--- src/btll_pkg.sv ---
`default_nettype none
package btll_pkg;

    localparam int CHILD_W    = 4;
    localparam int STATUS_W   = 2;
    localparam int LEAF_CNT_W = 5;
    localparam int RESULT_CAP = 16;

    typedef enum logic [STATUS_W-1:0] {
        ST_LEAF    = 2'd0,
        ST_NO_ROOT = 2'd1,
        ST_NO_LEAF = 2'd2
    } t_status;

    typedef struct packed {
        logic               lp;
        logic [CHILD_W-1:0] lc;
        logic               rp;
        logic [CHILD_W-1:0] rc;
    } t_node_ent;

    typedef struct packed {
        logic      en;
        t_node_ent data;
    } t_nd_wr;

    typedef struct packed {
        logic clear;
        logic push;
        logic pop;
    } t_q_cmd;

    typedef struct packed {
        logic empty;
        logic full;
    } t_q_stat;

endpackage
`default_nettype wire

--- src/btll_if.sv ---
`default_nettype none
interface btll_in_if;
    import btll_pkg::*;

    logic               valid;
    logic               ready;
    logic [CHILD_W-1:0] left_child;
    logic               left_present;
    logic [CHILD_W-1:0] right_child;
    logic               right_present;
    logic               last_node;

    modport source (
        output valid, left_child, left_present, right_child, right_present, last_node,
        input  ready
    );
    modport sink (
        input  valid, left_child, left_present, right_child, right_present, last_node,
        output ready
    );
endinterface

interface btll_out_if;
    import btll_pkg::*;

    logic               valid;
    logic               ready;
    logic [CHILD_W-1:0] leaf_index;
    t_status            status;
    logic               last_result;

    modport source (
        output valid, leaf_index, status, last_result,
        input  ready
    );
    modport sink (
        input  valid, leaf_index, status, last_result,
        output ready
    );
endinterface
`default_nettype wire

--- src/btll_node_mem.sv ---
`default_nettype none
module btll_node_mem #(
    parameter int MAX_NODES = 16
) (
    input  wire logic                                          i_clk,
    input  wire btll_pkg::t_nd_wr                              i_wr,
    input  wire logic [((MAX_NODES > 1) ? $clog2(MAX_NODES) : 1)-1:0] i_wr_addr,
    input  wire logic                                          i_rd_en,
    input  wire logic [((MAX_NODES > 1) ? $clog2(MAX_NODES) : 1)-1:0] i_rd_addr,
    output      btll_pkg::t_node_ent                           o_rd_data
);
    import btll_pkg::*;

    t_node_ent r_mem [MAX_NODES];
    t_node_ent r_rd;

    always_ff @(posedge i_clk) begin
        if (i_wr.en) begin
            r_mem[i_wr_addr] <= i_wr.data;
        end
        if (i_rd_en) begin
            r_rd <= r_mem[i_rd_addr];
        end
    end

    assign o_rd_data = r_rd;

endmodule
`default_nettype wire

--- src/btll_walk_queue.sv ---
`default_nettype none
module btll_walk_queue #(
    parameter int MAX_NODES = 16
) (
    input  wire logic              i_clk,
    input  wire logic              i_rst_n,
    input  wire btll_pkg::t_q_cmd  i_cmd,
    input  wire logic [(((MAX_NODES > 1) ? $clog2(MAX_NODES) : 1) > btll_pkg::CHILD_W ?
                        ((MAX_NODES > 1) ? $clog2(MAX_NODES) : 1) :
                        btll_pkg::CHILD_W)-1:0] i_push_node,
    output      btll_pkg::t_q_stat o_stat,
    output      logic [(((MAX_NODES > 1) ? $clog2(MAX_NODES) : 1) > btll_pkg::CHILD_W ?
                        ((MAX_NODES > 1) ? $clog2(MAX_NODES) : 1) :
                        btll_pkg::CHILD_W)-1:0] o_rd_node
);
    import btll_pkg::*;

    localparam int IDX_W  = (MAX_NODES > 1) ? $clog2(MAX_NODES) : 1;
    localparam int CNT_W  = $clog2(MAX_NODES + 1);
    localparam int NODE_W = (IDX_W > CHILD_W) ? IDX_W : CHILD_W;
    localparam logic [IDX_W-1:0] LAST_PTR = IDX_W'(MAX_NODES - 1);
    localparam logic [CNT_W-1:0] FULL_OCC = CNT_W'(MAX_NODES);

    logic [NODE_W-1:0] r_mem [MAX_NODES];
    logic [NODE_W-1:0] r_rd;
    logic [IDX_W-1:0]  r_head, n_head;
    logic [IDX_W-1:0]  r_tail, n_tail;
    logic [CNT_W-1:0]  r_occ, n_occ;

    always_comb begin
        n_head = r_head;
        n_tail = r_tail;
        n_occ  = r_occ;
        if (i_cmd.clear) begin
            n_head = '0;
            n_tail = '0;
            n_occ  = '0;
        end else begin
            if (i_cmd.push) begin
                n_tail = (r_tail == LAST_PTR) ? '0 : r_tail + 1'b1;
            end
            if (i_cmd.pop) begin
                n_head = (r_head == LAST_PTR) ? '0 : r_head + 1'b1;
            end
            if (i_cmd.push && !i_cmd.pop) begin
                n_occ = r_occ + 1'b1;
            end else if (i_cmd.pop && !i_cmd.push) begin
                n_occ = r_occ - 1'b1;
            end
        end
    end

    always_ff @(posedge i_clk) begin
        if (!i_rst_n) begin
            r_head <= '0;
            r_tail <= '0;
            r_occ  <= '0;
        end else begin
            r_head <= n_head;
            r_tail <= n_tail;
            r_occ  <= n_occ;
        end
    end

    always_ff @(posedge i_clk) begin
        if (i_cmd.push && !i_cmd.clear) begin
            r_mem[r_tail] <= i_push_node;
        end
        if (i_cmd.pop && !i_cmd.clear) begin
            r_rd <= r_mem[r_head];
        end
    end

    assign o_rd_node    = r_rd;
    assign o_stat.empty = (r_occ == '0);
    assign o_stat.full  = (r_occ == FULL_OCC);

    a_occ_max: assert property (@(posedge i_clk) disable iff (!i_rst_n)
        r_occ <= FULL_OCC) else $error("queue occupancy overflow");
    a_no_pop_empty: assert property (@(posedge i_clk) disable iff (!i_rst_n)
        (i_cmd.pop && !i_cmd.clear) |-> (r_occ != '0)) else $error("pop from empty queue");
    a_no_push_full: assert property (@(posedge i_clk) disable iff (!i_rst_n)
        (i_cmd.push && !i_cmd.pop && !i_cmd.clear) |-> (r_occ != FULL_OCC))
        else $error("push into full queue");

endmodule
`default_nettype wire

--- src/binary_tree_leaf_lister_top.sv ---
// binary tree leaf lister
// i_in takes one tree node per word: optional left and right child numbers and
// last_node. The node number is the load position, counted from zero per tree.
// Nodes beyond MAX_NODES are dropped. On the word with last_node the block stops
// taking input, scans the referenced flags one node per cycle for the root, then
// walks the tree breadth first out of the walk queue memory: each visited node
// takes a queue read, a node table read and an evaluate step, and one more for
// a node with two valid children, since the queue memory has a single write port.
// o_out returns the leaves in level order, one word each, the final word with
// last_result set. Without a root, or without a leaf, one status word is sent.
// A leaf word waits until the next leaf is found, so the last one is loaded into
// the output register after the walk has ended. Input is taken again once
// the final word is loaded into the output register, which holds it while the
// receiver stalls; a stall on o_out also holds the walk when a second leaf waits.
// Reset (synchronous, active low) empties the tree, queue and output register.
`default_nettype none
module binary_tree_leaf_lister_top #(
    parameter int MAX_NODES = 16
) (
    input  wire logic  i_clk,
    input  wire logic  i_rst_n,
    btll_in_if.sink    i_in,
    btll_out_if.source o_out
);
    import btll_pkg::*;

    localparam int IDX_W  = (MAX_NODES > 1) ? $clog2(MAX_NODES) : 1;
    localparam int CNT_W  = $clog2(MAX_NODES + 1);
    localparam int NODE_W = (IDX_W > CHILD_W) ? IDX_W : CHILD_W;

    typedef enum logic [6:0] {
        S_LOAD  = 7'b0000001,
        S_SCAN  = 7'b0000010,
        S_HEAD  = 7'b0000100,
        S_NODE  = 7'b0001000,
        S_EVAL  = 7'b0010000,
        S_RIGHT = 7'b0100000,
        S_FIN   = 7'b1000000
    } t_state;

    t_state                r_state, n_state;
    logic [CNT_W-1:0]      r_count, n_count;
    logic [MAX_NODES-1:0]  r_ref, n_ref;
    logic [CNT_W-1:0]      r_scan, n_scan;
    logic [CNT_W-1:0]      r_visits, n_visits;
    logic [LEAF_CNT_W-1:0] r_leaves, n_leaves;
    logic                  r_pend_v, n_pend_v;
    logic [NODE_W-1:0]     r_pend_idx, n_pend_idx;
    logic [NODE_W-1:0]     r_node, n_node;
    logic [CHILD_W-1:0]    r_rc, n_rc;
    logic                  r_noroot, n_noroot;

    logic                  r_out_valid;
    logic [CHILD_W-1:0]    r_out_leaf;
    t_status               r_out_status;
    logic                  r_out_last;

    logic                  in_acc;
    logic                  out_free;
    logic                  ld_out;
    logic [CHILD_W-1:0]    ld_leaf;
    t_status               ld_status;
    logic                  ld_last;

    t_nd_wr                nd_wr;
    logic                  nd_rd_en;
    t_node_ent             nd_rd;
    t_q_cmd                q_cmd;
    logic [NODE_W-1:0]     q_push_node;
    t_q_stat               q_stat;
    logic [NODE_W-1:0]     q_rd_node;
    logic                  hl, hr;

    assign i_in.ready = (r_state == S_LOAD);
    assign in_acc     = i_in.valid && (r_state == S_LOAD);
    assign out_free   = !r_out_valid || o_out.ready;

    assign nd_wr.en      = in_acc && (32'(r_count) < MAX_NODES);
    assign nd_wr.data.lp = i_in.left_present;
    assign nd_wr.data.lc = i_in.left_child;
    assign nd_wr.data.rp = i_in.right_present;
    assign nd_wr.data.rc = i_in.right_child;

    assign hl = nd_rd.lp && (32'(nd_rd.lc) < 32'(r_count));
    assign hr = nd_rd.rp && (32'(nd_rd.rc) < 32'(r_count));

    btll_node_mem #(.MAX_NODES(MAX_NODES)) u_node_mem (
        .i_clk     (i_clk),
        .i_wr      (nd_wr),
        .i_wr_addr (r_count[IDX_W-1:0]),
        .i_rd_en   (nd_rd_en),
        .i_rd_addr (IDX_W'(q_rd_node)),
        .o_rd_data (nd_rd)
    );

    btll_walk_queue #(.MAX_NODES(MAX_NODES)) u_walk_queue (
        .i_clk       (i_clk),
        .i_rst_n     (i_rst_n),
        .i_cmd       (q_cmd),
        .i_push_node (q_push_node),
        .o_stat      (q_stat),
        .o_rd_node   (q_rd_node)
    );

    always_comb begin
        n_state     = r_state;
        n_count     = r_count;
        n_ref       = r_ref;
        n_scan      = r_scan;
        n_visits    = r_visits;
        n_leaves    = r_leaves;
        n_pend_v    = r_pend_v;
        n_pend_idx  = r_pend_idx;
        n_node      = r_node;
        n_rc        = r_rc;
        n_noroot    = r_noroot;
        q_cmd       = '0;
        q_push_node = '0;
        nd_rd_en    = 1'b0;
        ld_out      = 1'b0;
        ld_leaf     = '0;
        ld_status   = ST_LEAF;
        ld_last     = 1'b0;

        case (r_state)
            S_LOAD: begin
                if (in_acc) begin
                    if (32'(r_count) < MAX_NODES) begin
                        n_count = r_count + 1'b1;
                        for (int j = 0; j < MAX_NODES; j++) begin
                            if ((i_in.left_present && 32'(i_in.left_child) == j) ||
                                (i_in.right_present && 32'(i_in.right_child) == j)) begin
                                n_ref[j] = 1'b1;
                            end
                        end
                    end
                    if (i_in.last_node) begin
                        n_scan  = '0;
                        n_state = S_SCAN;
                    end
                end
            end
            S_SCAN: begin
                if (r_scan == r_count) begin
                    n_noroot = 1'b1;
                    n_state  = S_FIN;
                end else if (!r_ref[r_scan[IDX_W-1:0]]) begin
                    q_cmd.push  = 1'b1;
                    q_push_node = NODE_W'(r_scan);
                    n_state     = S_HEAD;
                end else begin
                    n_scan = r_scan + 1'b1;
                end
            end
            S_HEAD: begin
                if (!q_stat.empty && (r_visits < r_count) &&
                    (r_leaves < LEAF_CNT_W'(RESULT_CAP))) begin
                    q_cmd.pop = 1'b1;
                    n_visits  = r_visits + 1'b1;
                    n_state   = S_NODE;
                end else begin
                    n_state = S_FIN;
                end
            end
            S_NODE: begin
                nd_rd_en = 1'b1;
                n_node   = q_rd_node;
                n_state  = S_EVAL;
            end
            S_EVAL: begin
                if (!hl && !hr) begin
                    if (!r_pend_v) begin
                        n_pend_v   = 1'b1;
                        n_pend_idx = r_node;
                        n_leaves   = r_leaves + 1'b1;
                        n_state    = S_HEAD;
                    end else if (out_free) begin
                        ld_out     = 1'b1;
                        ld_leaf    = CHILD_W'(r_pend_idx);
                        n_pend_idx = r_node;
                        n_leaves   = r_leaves + 1'b1;
                        n_state    = S_HEAD;
                    end
                end else begin
                    n_rc    = nd_rd.rc;
                    n_state = S_HEAD;
                    if (hl && !q_stat.full) begin
                        q_cmd.push  = 1'b1;
                        q_push_node = NODE_W'(nd_rd.lc);
                    end
                    if (hr) begin
                        if (hl) begin
                            n_state = S_RIGHT;
                        end else if (!q_stat.full) begin
                            q_cmd.push  = 1'b1;
                            q_push_node = NODE_W'(nd_rd.rc);
                        end
                    end
                end
            end
            S_RIGHT: begin
                if (!q_stat.full) begin
                    q_cmd.push  = 1'b1;
                    q_push_node = NODE_W'(r_rc);
                end
                n_state = S_HEAD;
            end
            S_FIN: begin
                if (out_free) begin
                    ld_out  = 1'b1;
                    ld_last = 1'b1;
                    if (r_noroot) begin
                        ld_status = ST_NO_ROOT;
                    end else if (!r_pend_v) begin
                        ld_status = ST_NO_LEAF;
                    end else begin
                        ld_leaf = CHILD_W'(r_pend_idx);
                    end
                    q_cmd.clear = 1'b1;
                    n_count     = '0;
                    n_ref       = '0;
                    n_visits    = '0;
                    n_leaves    = '0;
                    n_pend_v    = 1'b0;
                    n_noroot    = 1'b0;
                    n_state     = S_LOAD;
                end
            end
            default: begin
                n_state = S_LOAD;
            end
        endcase
    end

    always_ff @(posedge i_clk) begin
        if (!i_rst_n) begin
            r_state     <= S_LOAD;
            r_count     <= '0;
            r_ref       <= '0;
            r_scan      <= '0;
            r_visits    <= '0;
            r_leaves    <= '0;
            r_pend_v    <= 1'b0;
            r_noroot    <= 1'b0;
            r_out_valid <= 1'b0;
        end else begin
            r_state  <= n_state;
            r_count  <= n_count;
            r_ref    <= n_ref;
            r_scan   <= n_scan;
            r_visits <= n_visits;
            r_leaves <= n_leaves;
            r_pend_v <= n_pend_v;
            r_noroot <= n_noroot;
            if (ld_out) begin
                r_out_valid <= 1'b1;
            end else if (o_out.ready) begin
                r_out_valid <= 1'b0;
            end
        end
    end

    always_ff @(posedge i_clk) begin
        r_pend_idx <= n_pend_idx;
        r_node     <= n_node;
        r_rc       <= n_rc;
        if (ld_out) begin
            r_out_leaf   <= ld_leaf;
            r_out_status <= ld_status;
            r_out_last   <= ld_last;
        end
    end

    assign o_out.valid       = r_out_valid;
    assign o_out.leaf_index  = r_out_leaf;
    assign o_out.status      = r_out_status;
    assign o_out.last_result = r_out_last;

    a_pend_counted: assert property (@(posedge i_clk) disable iff (!i_rst_n)
        r_pend_v |-> (r_leaves != '0)) else $error("pending leaf not counted");
    a_fin_clears: assert property (@(posedge i_clk) disable iff (!i_rst_n)
        (r_state == S_FIN && out_free) |=> (r_count == '0 && !r_pend_v && r_ref == '0))
        else $error("tree state not cleared after final word");
    a_leaf_cap: assert property (@(posedge i_clk) disable iff (!i_rst_n)
        r_leaves <= LEAF_CNT_W'(RESULT_CAP)) else $error("leaf count above cap");

endmodule
`default_nettype wire
--- src/flat_wrapper.sv ---
// flat-port wrapper written by rule: the top's interface ports become plain ports
module binary_tree_leaf_lister_top_flat import btll_pkg::*;
#(
    parameter int MAX_NODES = 16
)
  (i_clk, i_rst_n, i_in_valid, i_in_left_child, i_in_left_present, i_in_right_child, i_in_right_present, i_in_last_node, i_in_ready, o_out_valid, o_out_leaf_index, o_out_status, o_out_last_result, o_out_ready);
  btll_in_if i_in_i ();
  btll_out_if o_out_i ();
  input  wire logic i_clk;
  input  wire logic i_rst_n;
  input wire logic [$bits(i_in_i.valid)-1:0] i_in_valid;
  input wire logic [$bits(i_in_i.left_child)-1:0] i_in_left_child;
  input wire logic [$bits(i_in_i.left_present)-1:0] i_in_left_present;
  input wire logic [$bits(i_in_i.right_child)-1:0] i_in_right_child;
  input wire logic [$bits(i_in_i.right_present)-1:0] i_in_right_present;
  input wire logic [$bits(i_in_i.last_node)-1:0] i_in_last_node;
  output wire logic [$bits(i_in_i.ready)-1:0] i_in_ready;
  output wire logic [$bits(o_out_i.valid)-1:0] o_out_valid;
  output wire logic [$bits(o_out_i.leaf_index)-1:0] o_out_leaf_index;
  output wire logic [$bits(o_out_i.status)-1:0] o_out_status;
  output wire logic [$bits(o_out_i.last_result)-1:0] o_out_last_result;
  input wire logic [$bits(o_out_i.ready)-1:0] o_out_ready;
  assign i_in_i.valid = i_in_valid;
  assign i_in_i.left_child = i_in_left_child;
  assign i_in_i.left_present = i_in_left_present;
  assign i_in_i.right_child = i_in_right_child;
  assign i_in_i.right_present = i_in_right_present;
  assign i_in_i.last_node = i_in_last_node;
  assign i_in_ready = i_in_i.ready;
  assign o_out_valid = o_out_i.valid;
  assign o_out_leaf_index = o_out_i.leaf_index;
  assign o_out_status = o_out_i.status;
  assign o_out_last_result = o_out_i.last_result;
  assign o_out_i.ready = o_out_ready;
  binary_tree_leaf_lister_top #(.MAX_NODES(MAX_NODES)) u_core (.i_clk(i_clk), .i_rst_n(i_rst_n), .i_in(i_in_i), .o_out(o_out_i));
endmodule
--- config.mk ---
export PLATFORM = sky130hd
export DESIGN_NAME = binary_tree_leaf_lister_top_flat
export DESIGN_NICKNAME = d
export VERILOG_FILES = /design/src/btll_pkg.sv /design/src/btll_if.sv /design/src/btll_node_mem.sv /design/src/btll_walk_queue.sv /design/src/binary_tree_leaf_lister_top.sv /design/src/flat_wrapper.sv
export SDC_FILE = /design/constraint.sdc
export NUM_CORES = 1
export LEC_CHECK = 0
export ABC_CLOCK_PERIOD_IN_PS = 5700
export BUFFER_PORTS_ARGS = -buffer_cell sky130_fd_sc_hd__clkbuf_2
export CAP_MARGIN = 20
export CORE_ASPECT_RATIO = 1.5
export CORE_MARGIN = 2
export CORE_UTILIZATION = 28
export CTS_CLUSTER_DIAMETER = 60
export DETAILED_ROUTE_END_ITERATION = 12
export PLACE_DENSITY = 0.5
export SLEW_MARGIN = 20
export SYNTH_ARGS = -nofsm -noshare
export SYNTH_HDL_FRONTEND = slang
export SYNTH_SLANG_ARGS = --single-unit
--- constraint.sdc ---
create_clock -name i_clk -period 5.7 [get_ports i_clk]
set_clock_uncertainty 0.2 [all_clocks]
set_input_delay 1.425 -clock i_clk [delete_from_list [all_inputs] [get_ports i_clk]]
set_output_delay 1.425 -clock i_clk [all_outputs]
set_load 0.05 [all_outputs]
**Word level (Yosys, flattened, before mapping)**

Memory sizes are Yosys's and may differ from the RTL's. A register that Yosys moved wholly into a read port is not among the register bits.
Index checks and enable logic that the tools add are counted.

- Bits in registers: 78
- Bits in latches: 0
- RAM bits: 224
- Bits in read-only memories: 0
- Input bits: 15
- Output and inout bits: 9
- Word-level logic and storage cells: 332
- Memories: 2

Memory list:

| memory | depth | width | read ports | clocked after Yosys merged registers in | wr ports | line | RTL |
|---|---|---|---|---|---|---|---|
| u_core.u_node_mem.r_mem | 16 | 10 | 1 | 1 | 1 | btll_node_mem.sv:14 | `t_node_ent r_mem [MAX_NODES];` |
| u_core.u_walk_queue.r_mem | 16 | 4 | 1 | 1 | 1 | btll_walk_queue.sv:24 | `logic [NODE_W-1:0] r_mem [MAX_NODES];` |

- $add $sub $neg: 8
- Multiply operators: 0
- Div/mod/pow operators: 0
- Magnitude comparators: 6
- Eq/ne operators: 70
- Shift operators: 0
- Multiplexer cells: 101
- Bitwise gates (word level): 4
- Reduce and logical (&&, ||, !) cells: 107

Operators by type and width:

| kind | number |
|---|---|
| AND reduction 5 bit | 18 |
| equality test 4 bit, second input constant | 18 |
| two-way mux 4 bit | 18 |
| two-way mux 7 bit | 10 |
| two-way mux 5 bit | 13 |
| one-hot mux 7 bit (7 select lines) | 1 |
| two-way mux 16 bit | 3 |
| != test 2 x 1 -> 1 bit, second input constant | 23 |
| logical AND 1 bit | 44 |
| two-way mux 1 bit | 42 |
| one-hot mux 5 bit (2 select lines) | 4 |
| equality test 4 x 3 -> 1 bit, second input constant | 8 |
| one-hot mux 16 bit (2 select lines) | 1 |
| adder 5 x 1 -> 5 bit, second input constant | 5 |
| logical OR 1 bit | 17 |
| equality test 4 x 2 -> 1 bit, second input constant | 4 |
| nonzero test 2 bit | 7 |
| one-hot mux 4 bit (3 select lines) | 1 |
| AND reduction 3 bit | 4 |
| < comparator 4 x 5 -> 1 bit | 2 |
| < comparator 5 bit, second input constant | 2 |
| adder 4 x 1 -> 4 bit, second input constant | 2 |
| equality test 4 x 1 -> 1 bit, second input constant | 2 |
| logical NOT 1 bit | 8 |
| 29 further kinds | 39 |

**Depth between registers and ports, before layout**

- Depth in word-level cells: 13
- Mapped depth: 18
- Gate-level depth less buffers: 16

**Cells and area by module**

From an unflattened synthesis, not the netlist that was laid out.

- Cell total of the unflattened synthesis: 870
- Area total of the unflattened synthesis: 13386.6 sq um

Modules (own cells, without submodules):

| module | instances | cells each | area each (sq um) | seq. area each (sq um) |
|---|---|---|---|---|
| btll_node_mem | 1 | 279 | 6453.7 | 5104.9 |
| binary_tree_leaf_lister_top | 1 | 377 | 3500.9 | 1491.4 |
| btll_walk_queue | 1 | 214 | 3432.0 | 2302.2 |

**Worst setup path after synthesis**

OpenSTA, ideal clock, no wires.

- Kind: register to register
- Start: register u_core.r_count[2]
- End: register u_core.u_walk_queue.r_occ[4]
- Setup time: 0.070 ns
- Arrival: 3.729 ns
- Required time: 5.430 ns
- Path slack: 1.701 ns
- Cell stages (with the launch flop): 18
- Path buffers: 2
- Period minus slack after synthesis: 3.999 ns
- Cells stage by stage: dfxtp_1 -> clkbuf_1 -> inv_1 -> ha_1 -> a21oi_1 -> o21ai_0 -> a31oi_1 -> nor2_1 -> o21ai_2 -> buf_6 -> ha_1 -> inv_1 -> ha_1 -> a21o_1 -> a21oi_1 -> xnor2_1 -> or3_1 -> a21oi_1

RTL lines:

| item | line | RTL |
|---|---|---|
| start: declaration | binary_tree_leaf_lister_top.sv:42 | `logic [CNT_W-1:0] r_count, n_count;` |
| start signal: assignment | binary_tree_leaf_lister_top.sv:248 | `r_count <= n_count;` |
| end signal: assignment | btll_walk_queue.sv:61 | `r_occ <= n_occ;` |
| end: declaration | btll_walk_queue.sv:28 | `logic [CNT_W-1:0] r_occ, n_occ;` |

**Worst setup path in the final report**

- Start: register u_core.r_count[2]
- End: register u_core.u_walk_queue.r_occ[4]

- Cells in the longest elaborated chain, start to end: 12
- Elaborated cells between the ends (all ways): 27
- Those cells by class: order compare (3); eq/ne (1); mux (10); reduce/logical (13)

RTL lines:

| item | line | RTL |
|---|---|---|
| < comparator 4 x 5 -> 1 bit | binary_tree_leaf_lister_top.sv:84 | `assign hl = nd_rd.lp && (32'(nd_rd.lc) < 32'(r_count));` |
| logical AND 1 bit | binary_tree_leaf_lister_top.sv:84 |  |
| logical AND 1 bit | binary_tree_leaf_lister_top.sv:187 | `if (hl && !q_stat.full) begin` |
| two-way mux 1 bit | binary_tree_leaf_lister_top.sv:187 |  |
| two-way mux 1 bit | binary_tree_leaf_lister_top.sv:194 | `end else if (!q_stat.full) begin` |
| two-way mux 1 bit | binary_tree_leaf_lister_top.sv:192 | `if (hl) begin` |
| two-way mux 1 bit | binary_tree_leaf_lister_top.sv:191 | `if (hr) begin` |
| two-way mux 1 bit | binary_tree_leaf_lister_top.sv:171 | `if (!hl && !hr) begin` |
| one-hot mux 1 bit (3 select lines) | binary_tree_leaf_lister_top.sv:125 | `case (r_state)` |
| logical NOT 1 bit | btll_walk_queue.sv:47 | `end else if (i_cmd.pop && !i_cmd.push) begin` |
| logical AND 1 bit | btll_walk_queue.sv:47 |  |
| nonzero test 2 bit (no line) | -- |  |

Parallel ways exist; a longest one is shown, timed or not.
A chain may end at the register's enable or synchronous reset.

==> flow_summary.yaml <==
clock_tree:
  ctsHoldBuffers: 0
  htree_levels: 2
  cts_root_buffer: "clkbuf_16"
  clock_sinks: 316
  clk_latency_ps: 520
  cts_buffers: 34
  cts_tree: "built"
  cts.repair.resized: 0
  post_cts_buffers: 0
  path_clk_slew_ps: 60
  cts_buffer_depth: 3
floorplan:
  io_pins: 24
  die_area_um2: 48800
  fp.coreArea_um2: 46600
  num_rows: 97
  die_h_um: 270
  start_util_pct: 28.3
  die-width_um: 181
power_and_ir_drop:
  swShare_pct: 20.6
  vdd_drop_max_uv: 147
  p_per_area_nw_per_um2: 323
  leakage_nw: 4.80
  p_comb_share_pct: 3.2
  power_frac_seq_pct: 51.1
  internal_power_mw: 3.92
  power_switching_mw: 1.02
  p_clk_share_pct: 45.7
  finalPower_mw: 4.94
setup_path:
  path_cells: "inv_1 -> ha_1 -> a21oi_1 -> o21ai_0 -> a31oi_1 -> nor2_1 -> o21ai_2 -> ha_1 -> inv_1 -> ha_1 -> a21o_1 -> a21oi_1 -> xnor2_1 -> or3_1 -> a21oi_1"
  worstPathRequired_ps: 5950
  setup.worst_path.start_class: "register"
  max_stage_delay_ps: 680
  cp_slowest_cell: "dfxtp_1"
  r2r_start: "u_core.r_count[2]$_SDFFE_PN0P_"
  end_kind: "register"
  critical_path_peak_fanout: 11
  r2r_slack_ps: 990
  crit_type: "reg -> reg"
  cp_data_arrival_time_ps: 4960
  critPathLaunch: "u_core.r_count[2]$_SDFFE_PN0P_"
detailed_routing:
  drtIter0Drc: 420
  ant_nets: 0
  vias_per_cell: 4.76
  drtPass1Iterations: 4
  routedWlPerCell_um: 20.8
  vias: 7030
  wirelength_mm: 30.8
  remaining_drc_errors: 0
grt:
  grt_usage_pct: 12.8
  met2_usage_pct: 25.0
  grt_pass1_vias: 7384
  grt_max_degree: 42
  grt_util_met1_pct: 13.6
  antenna_found_initial: 0
  grt_first_pass_wirelength_mm: 46.8
  grt_overflow: 0
  grt_use_met3_pct: 2.08
  top_usage_layer: "met2"
synth:
  synth_ff_type: "edfxtp_1"
  syn_area_per_cell_um2: 16.1
  synth_mux_area_share_pct: 13.3
  synth_fa_ha_area_share_pct: 2.62
  netlist_area_um2: 13200
  synth.ff_latch_count: 316
  netlist_top_cells_area: "edfxtp_1 59%, mux4_2 13%, dfxtp_1 9.0%, ha_1 2.5%, nor2_1 2.1%"
  yosys.area.top_type: "edfxtp_1"
  yosys.area.top_type_share_pct: 58.6
  synth-seq-area-share_pct: 67.6
  ys_warn_count: 0
  synth_top_family_by_area: "multiplexers"
  syn_inst: 816
  synth-xor-area-share_pct: 1.20
  synth_edf_count: 257
  async_reset_ff_share_pct: 0
  synth_fp_nets: 858
  synthSimpleGateAreaFrac_pct: 7.58
  synth_compound_area_share_pct: 5.60
  synth_cell_types: 56
final_layout:
  final_cell_mix: "257 x edfxtp_1, 75 x mux4_2, 73 x nor2_1"
  drive_gt1_share_pct: 22.7
  final_nets: 901
  diodes: 0
  final_common_cell: "edfxtp_1"
  area_growth_syn_to_layout_pct: 15.9
run_status:
  outcome: "finished clean"
timing:
  fmax_mhz: 212
  rsz0062_at_grt: "no"
  setup_viol: 0
  fin_crit_sh_pct: 82.7
  finalHoldViolations: 0
  tightest_slew_ps: 1090
  holdWs_ps: 219
  maxSlewViolCount: 0
  slew_headroom_pct: 26.9
  finalSetupTns_ps: 0
  min_period_ps: 4710
hold_path:
  hold_path_class: "reg -> reg"
  min-delay-start: "u_core.r_node[1]$_DFFE_PP_"
placement:
  gp_congestion: 0.817
  numPortBuffers: 23
  dp_hpwl_mm: 20.8
job:
  max_cap_viol_count: 0
critical path: cells and delay by family (launching register included):
kind / cells / cell delay (ps)
DFF: 1 / 680
buffers and inverters: 2 / 450
and+or+nand+nor: 2 / 460
AOI/OAI and AO/OA: 7 / 1680
xor gates and xnor gates: 1 / 90
adders and majority gates: 3 / 1080
logic make-up after synthesis:
group	after synthesis
xor gates and xnor gates	18
muxes	81
buffers and inverters	67
adders and majority gates	27
AOI/OAI and AO/OA	113
DFF	316
and+or+nand+nor	194
cell type report:
type,instances,area (um^2)
Clock inverter,20,236
Clock buffer,41,898
Tap cell,594,743
Fill cell,4554,31300
Inverter,27,101
Timing Repair Buffer,47,303
Multi-Input combinational cell,433,4090
Sequential cell,316,8900
flip-flops by register name (all words and copies together), names as in the netlist, 2 cells and up:
register	flops
u_core.r_node	4
u_core.u_walk_queue.o_rd_node	4
u_core.r_rc	4
u_core.r_ref	16
u_core.u_walk_queue.r_occ	5
u_core.r_visits	5
u_core.r_count	5
u_core.r_pend_idx	4
u_core.r_leaves	5
u_core.o_out.status	2
u_core.r_state	7
u_core.o_out.leaf_index	4
u_core.u_walk_queue.r_mem	64
u_core.u_walk_queue.r_head	4
u_core.r_scan	5
u_core.u_node_mem.o_rd_data	10
u_core.u_node_mem.r_mem	160
u_core.u_walk_queue.r_tail	4
power groups by stage:
| stage | registers [mW] | logic [mW] | clock network [mW] |
|---|---|---|---|
| 3_5_place_dp | 2.57 | 0.162 | 0 |
| 2_1_floorplan | 2.57 | 0.0962 | 0 |
| 4_1_cts | 2.52 | 0.163 | 2.31 |
| 5_1_grt | 2.52 | 0.177 | 2.40 |
| 3_3_place_gp | 2.57 | 0.161 | 0 |
| 6_report | 2.52 | 0.159 | 2.26 |
stage by stage:
stage / utilization (%) / instance area [um^2] / setup WS, ps / std cells
2_1_floorplan: - / 13200 / 1700 / 816
3_3_place_gp: 30.3 / 14100 / 1090 / 1415
3_5_place_dp: 30.3 / 14100 / 965 / 1416
4_1_cts: 32.7 / 15300 / 965 / 1477
5_1_grt: 32.8 / 15300 / 537 / 1478
6_report: 32.8 / 15300 / 989 / 1478
metal layers:
layer	wire length, um	part of all wire, %	up-vias
li1	-	-	3292
met1	11300	37	3583
met2	17500	57	108
met3	952	3.1	47
met4	1010	3.3	0
met5	0	0	-
synthesized netlist by cell type (15+ instances only):
cell type,n
mux4_2,75
o21ai_0,18
a21oi_1,43
edfxtp_1,257
xor2_1,15
nand2_1,27
o221ai_1,16
ha_1,26
nor2_1,74
dfxtp_1,59
clkbuf_1,20
inv_1,27
path summary, 6_finish.rpt:
kind,to,cells after the start
worst max-delay path,u_core.u_walk_queue.r_occ[4]$_SDFFE_PP0P_,15
worst min-delay path,u_core.r_pend_idx[1]$_DFFE_PP_,0
worst max register to register,u_core.u_walk_queue.r_occ[4]$_SDFFE_PP0P_,15
worst min register to register,u_core.r_pend_idx[1]$_DFFE_PP_,0
(Power assumes the default switching activity.)
